## src/design/salru_pkg.sv

```systemverilog
`default_nettype none
package salru_pkg;

    localparam int MAX_SET_BITS = 6;
    localparam int MAX_WAYS     = 8;
    localparam int ADDR_WIDTH   = 64;

    localparam int NUM_SETS   = 1 << MAX_SET_BITS;
    localparam int SET_W      = (MAX_SET_BITS > 0) ? MAX_SET_BITS : 1;
    localparam int WAY_W      = (MAX_WAYS > 1) ? $clog2(MAX_WAYS) : 1;
    localparam int WAYS_CNT_W = $clog2(MAX_WAYS + 1);

    // register fields, fixed by the register map
    localparam int SET_BITS_W   = 3;
    localparam int BLOCK_BITS_W = 5;
    localparam int WAYS_REG_W   = 4;
    localparam int CFG_IDX_W    = 2;
    localparam int CFG_DATA_W   = 5;

    localparam logic [CFG_IDX_W-1:0] REG_SET_BITS   = 2'd0;
    localparam logic [CFG_IDX_W-1:0] REG_BLOCK_BITS = 2'd1;
    localparam logic [CFG_IDX_W-1:0] REG_WAYS       = 2'd2;

    localparam int FUNC_W = 2;
    localparam logic [FUNC_W-1:0] FUNC_LOAD   = 2'd0;
    localparam logic [FUNC_W-1:0] FUNC_STORE  = 2'd1;
    localparam logic [FUNC_W-1:0] FUNC_MODIFY = 2'd2;

    localparam int OUTCOME_W = 2;
    localparam logic [OUTCOME_W-1:0] OUT_HIT   = 2'd0;
    localparam logic [OUTCOME_W-1:0] OUT_FILL  = 2'd1;
    localparam int CNT_W = 32;
    localparam logic [OUTCOME_W-1:0] OUT_EVICT = 2'd2;

    localparam int S_TDATA_W = ((ADDR_WIDTH + 7) / 8) * 8;
    localparam int M_BITS    = OUTCOME_W + 1 + 3 * CNT_W;
    localparam int M_TDATA_W = ((M_BITS + 7) / 8) * 8;

    typedef struct packed {
        logic                    modify;
        logic [SET_W-1:0]        set_idx;
        logic [ADDR_WIDTH-1:0]   tag;
        logic [WAYS_CNT_W-1:0]   ways;
    } req_t;

endpackage
`default_nettype wire

```

## src/design/salru_queue.sv

```systemverilog
`default_nettype none
module salru_queue (
    input  wire logic            aclk,
    input  wire logic            aresetn,
    input  wire logic            push,
    input  wire salru_pkg::req_t push_data,
    output      logic            full,
    input  wire logic            pop,
    output      salru_pkg::req_t pop_data,
    output      logic            empty
);
    import salru_pkg::*;

    req_t       entry_reg [2];
    logic       wr_ptr_reg;
    logic       rd_ptr_reg;
    logic [1:0] count_reg;

    assign full     = (count_reg == 2'd2);
    assign empty    = (count_reg == 2'd0);
    assign pop_data = entry_reg[rd_ptr_reg];

    always_ff @(posedge aclk) begin
        if (push) begin
            entry_reg[wr_ptr_reg] <= push_data;
        end
    end

    always_ff @(posedge aclk) begin
        if (!aresetn) begin
            wr_ptr_reg <= 1'b0;
            rd_ptr_reg <= 1'b0;
            count_reg  <= 2'd0;
        end else begin
            if (push) begin
                wr_ptr_reg <= !wr_ptr_reg;
            end
            if (pop) begin
                rd_ptr_reg <= !rd_ptr_reg;
            end
            count_reg <= count_reg + 2'(push) - 2'(pop);
        end
    end

endmodule
`default_nettype wire

```

## config.mk

```make
export PLATFORM = sky130hd
export DESIGN_NAME = salru_queue
export DESIGN_NICKNAME = d
export VERILOG_FILES = /design/src/design/salru_pkg.sv /design/src/design/salru_queue.sv
export SDC_FILE = /design/constraint.sdc
export NUM_CORES = 1
export LEC_CHECK = 0
export ABC_AREA = 1
export BUFFER_PORTS_ARGS = -buffer_cell sky130_fd_sc_hd__buf_2
export CAP_MARGIN = 20
export CORE_MARGIN = 2
export CORE_UTILIZATION = 26
export CTS_CLUSTER_DIAMETER = 40
export CTS_CLUSTER_SIZE = 16
export DETAILED_ROUTE_END_ITERATION = 10
export PLACE_DENSITY = 0.56
export SYNTH_ARGS = -nofsm -noshare
export SYNTH_HDL_FRONTEND = slang
export SYNTH_SLANG_ARGS = --single-unit
```

## constraint.sdc

```tcl
create_clock -name aclk -period 6.5 [get_ports aclk]
set_clock_uncertainty 0.15 [all_clocks]
set_input_delay 0.325 -clock aclk [delete_from_list [all_inputs] [get_ports aclk]]
set_output_delay 0.325 -clock aclk [all_outputs]
set_load 0.005 [all_outputs]
```

* Word level (Yosys, flattened, before mapping)
Memory sizes are Yosys's and may differ from the RTL's. A register that Yosys moved wholly into a read port is not among the register bits. Index checks and enable logic that the tools add are counted.
Word-level totals: register bits 4, memories 1, bits in writable memories 150, output and inout port bits 77, word-level logic and storage cells 14, input port bits 79
Memories:
- entry_reg | depth 2, bits a word 75, read ports 1, clocked after memory_dff 1, write ports 1, line salru_queue.sv:14 | req_t entry_reg [2];
Operators by class: $add $sub $neg 2, reduce and logical (&&, ||, !) cells 3, equality and inequality tests 1, mux-type cells 4
Operators with widths (number):
- 2-to-1 mux 1 bit | 4
- adder 2 x 1 -> 2 bit | 1
- == test 2 bit (second input constant) | 1
- zero test 1 bit | 2
- zero test 2 bit | 1
- subtractor 2 x 1 -> 2 bit | 1

* Longest topological paths before layout
word-level depth 3, depth in mapped cells 7, mapped depth without buffers 7

* Least setup slack after synthesis
OpenSTA, ideal clock, no wires.
path kind input to register, start input push, end memory entry_reg[0][0] (netlist name) (enable), slack 2.331 ns, arrival 3.508 ns, required time 5.839 ns, library setup time 0.511 ns, path buffers 0, stages 2, cells stage by stage inv_1 > nor2_1
Between the ends: cells in the longest elaborated chain, start to end 2
RTL lines:
- start: declaration | line salru_queue.sv:5 | input wire logic push,
- 2-to-1 mux 1 bit | line salru_queue.sv:24 | if (push) begin
- 2-to-1 mux 1 bit (implied by the code) | line salru_queue.sv:25 | entry_reg[wr_ptr_reg] <= push_data;
- end: declaration | line salru_queue.sv:14
No other way between the ends.

==> impl_metrics.json <==
{
  "nets": 593,
  "postSynthAreaPerCell_um2": 22.0,
  "largest_reg_flops": 150,
  "hold_class": "input pin to register",
  "clock_latency_ns": 0.40,
  "gp_congestion": 0.698,
  "power.density_nw_per_um2": 302,
  "detail-route-antenna-nets": 0,
  "leakagePower_nw": 3.29,
  "drt-total-wl_um": 11800,
  "setup.worst_path.end_class": "primary output",
  "cts_tree": "yes",
  "grt.overflow.total": 0,
  "area_growth_pct": 43.4,
  "post_cts_buffers": 0,
  "final_max_slew_viol_count": 0,
  "final_common_cell": "buf_2",
  "drive_above_1_share": 0.509,
  "grt_max_degree": 76,
  "finalPower_mw": 2.53,
  "io_buffers": 155,
  "ir_drop_uv": 147,
  "post_cts_resized": 0,
  "worstSetupPathType": "register to primary output",
  "ys_types": 12,
  "finalCritPeriodShare": 0.447,
  "boundaryPins": 156,
  "hp-start": "pop",
  "tightest_slew_ns": 0.670,
  "r2r-start": "wr_ptr_reg",
  "cts_hold_buffers": 76,
  "drc": 0,
  "drt-wirelength-per-cell_um": 14.7,
  "ys_ff_latch": 155,
  "clk_pin_slew_worst_paths_ns": 0.06,
  "start_util": 0.266,
  "critPathRequiredTime_ns": 6.02,
  "cts_buffer_depth": 2,
  "post-route-min-period_ns": 2.91,
  "fmax_mhz": 344,
  "cts_made_buffers": 17,
  "maxCapViolCount": 0,
  "fin_tns_setup_ns": 0,
  "final-setup-viol-count": 0,
  "hpwlAfterDp_um": 7440,
  "synth.area.top_cells": "edfxtp_1, mux2_4, mux2_2",
  "vias_per_cell": 4.00,
  "drt_first_pass_iters": 4,
  "critPathLaunchType": "register",
  "critPathArrivalTime_ns": 2.43,
  "grt_pass1_vias": 3720,
  "chipWidth_um": 154,
  "syn_nets": 347,
  "max_slew_margin": 0.553,
  "synth_area_leader_cell": "edfxtp_1",
  "cts_root_buf": "clkbuf_16",
  "status": "completed",
  "grt_pass1_wl_um": 18700,
  "die_y_um": 154,
  "rows": 54,
  "netlist_instances": 266,
  "cp_max_fo": 38,
  "synth_area_um2": 5840,
  "hold_ws_ns": 0.0461,
  "dr_total_vias": 3219,
  "numClockSinks": 155,
  "dieArea_um2": 23700,
  "hold_violations": 0,
  "core_region_area_um2": 22000,
  "layout_common_cells": "buf_2, edfxtp_1, dlygate4sd3_1, mux2_4, mux2_2",
  "antenna_cells": 0,
  "ys_seq_area_frac": 0.789,
  "netlist.area_leader.share": 0.771,
  "drt_iter0_drc": 123,
  "track_usage": 0.104,
  "antenna_found_initial": 0,
  "rsz0062_at_grt": "false",
  "synth-warning-count": 0,
  "cts.htree.levels": 4
}
layer usage:
metal  part of all wire  track usage  wire length, um  up-vias
met4              0.013       0.0392              159        0
met5                  0            0                0        -
li1                   -            -                -     1524
met2               0.53        0.193             6250       97
met1               0.40        0.107             4800     1586
met3              0.055       0.0361              646       12
power breakdown:
group	switching [mW]	internal (mW)	leakage [nW]
combinational	0.0971	0.140	1.52
clock	0.391	0.721	0.319
sequential	0.0224	1.16	1.45
total	0.511	2.02	3.29
per-stage QoR:
stage                     setup WS, ns  instance area (um2)  utilization  instances
after global placement            4.02                 6920        0.315        696
after detailed placement          3.98                 6920        0.315        696
after global routing              3.44                 8370        0.381        805
final                             3.59                 8370        0.381        805
after floorplan                   2.33                 5840            -        266
after CTS                         3.52                 8350        0.380        804
final cells by class:
type | count | area (um2)
clock buffers | 17 | 425
clock inverters | 15 | 243
fillers | 1998 | 13600
inverters | 7 | 27.5
multi-input cells | 96 | 1140
flip-flops and latches | 155 | 4610
well taps | 280 | 350
repair buffers | 235 | 1580
path summary, 6_finish.rpt:
kind | endpoint | slack (ns) | cells past startpoint
max | pop_data[8] | 3.59 | 3
min | rd_ptr_reg | 0.05 | 3
max reg2reg | entry_reg[1][9] | 4.34 | 3
min reg2reg | rd_ptr_reg | 0.35 | 2
critical path, stage by stage, from the launching register on:
cell and delay (ns):
dfxtp_4 0.79, buf_4 0.64, mux2_2 0.41, buf_2 0.13
cells in the mapped netlist:
| master | n |
|---|---|
| a21oi_1 | 1 |
| buf_2 | 2 |
| buf_6 | 6 |
| dfxtp_1 | 5 |
| edfxtp_1 | 150 |
| ha_1 | 2 |
| inv_1 | 7 |
| mux2_2 | 25 |
| mux2_4 | 50 |
| nand2_1 | 8 |
| nand3_1 | 1 |
| nor2_1 | 9 |
cells by family (layout without fill, tap and decap cells):
kind of cell,count (synthesis),after routing,share of synthesized area
compound gates,1,1,0.000856
fa+ha+maj,2,2,0.00428
simple gates,18,18,0.0118
buf+inv,15,274,0.0178
mux,75,75,0.177
flops,155,155,0.789
Power figures use the tool's default switching activity.
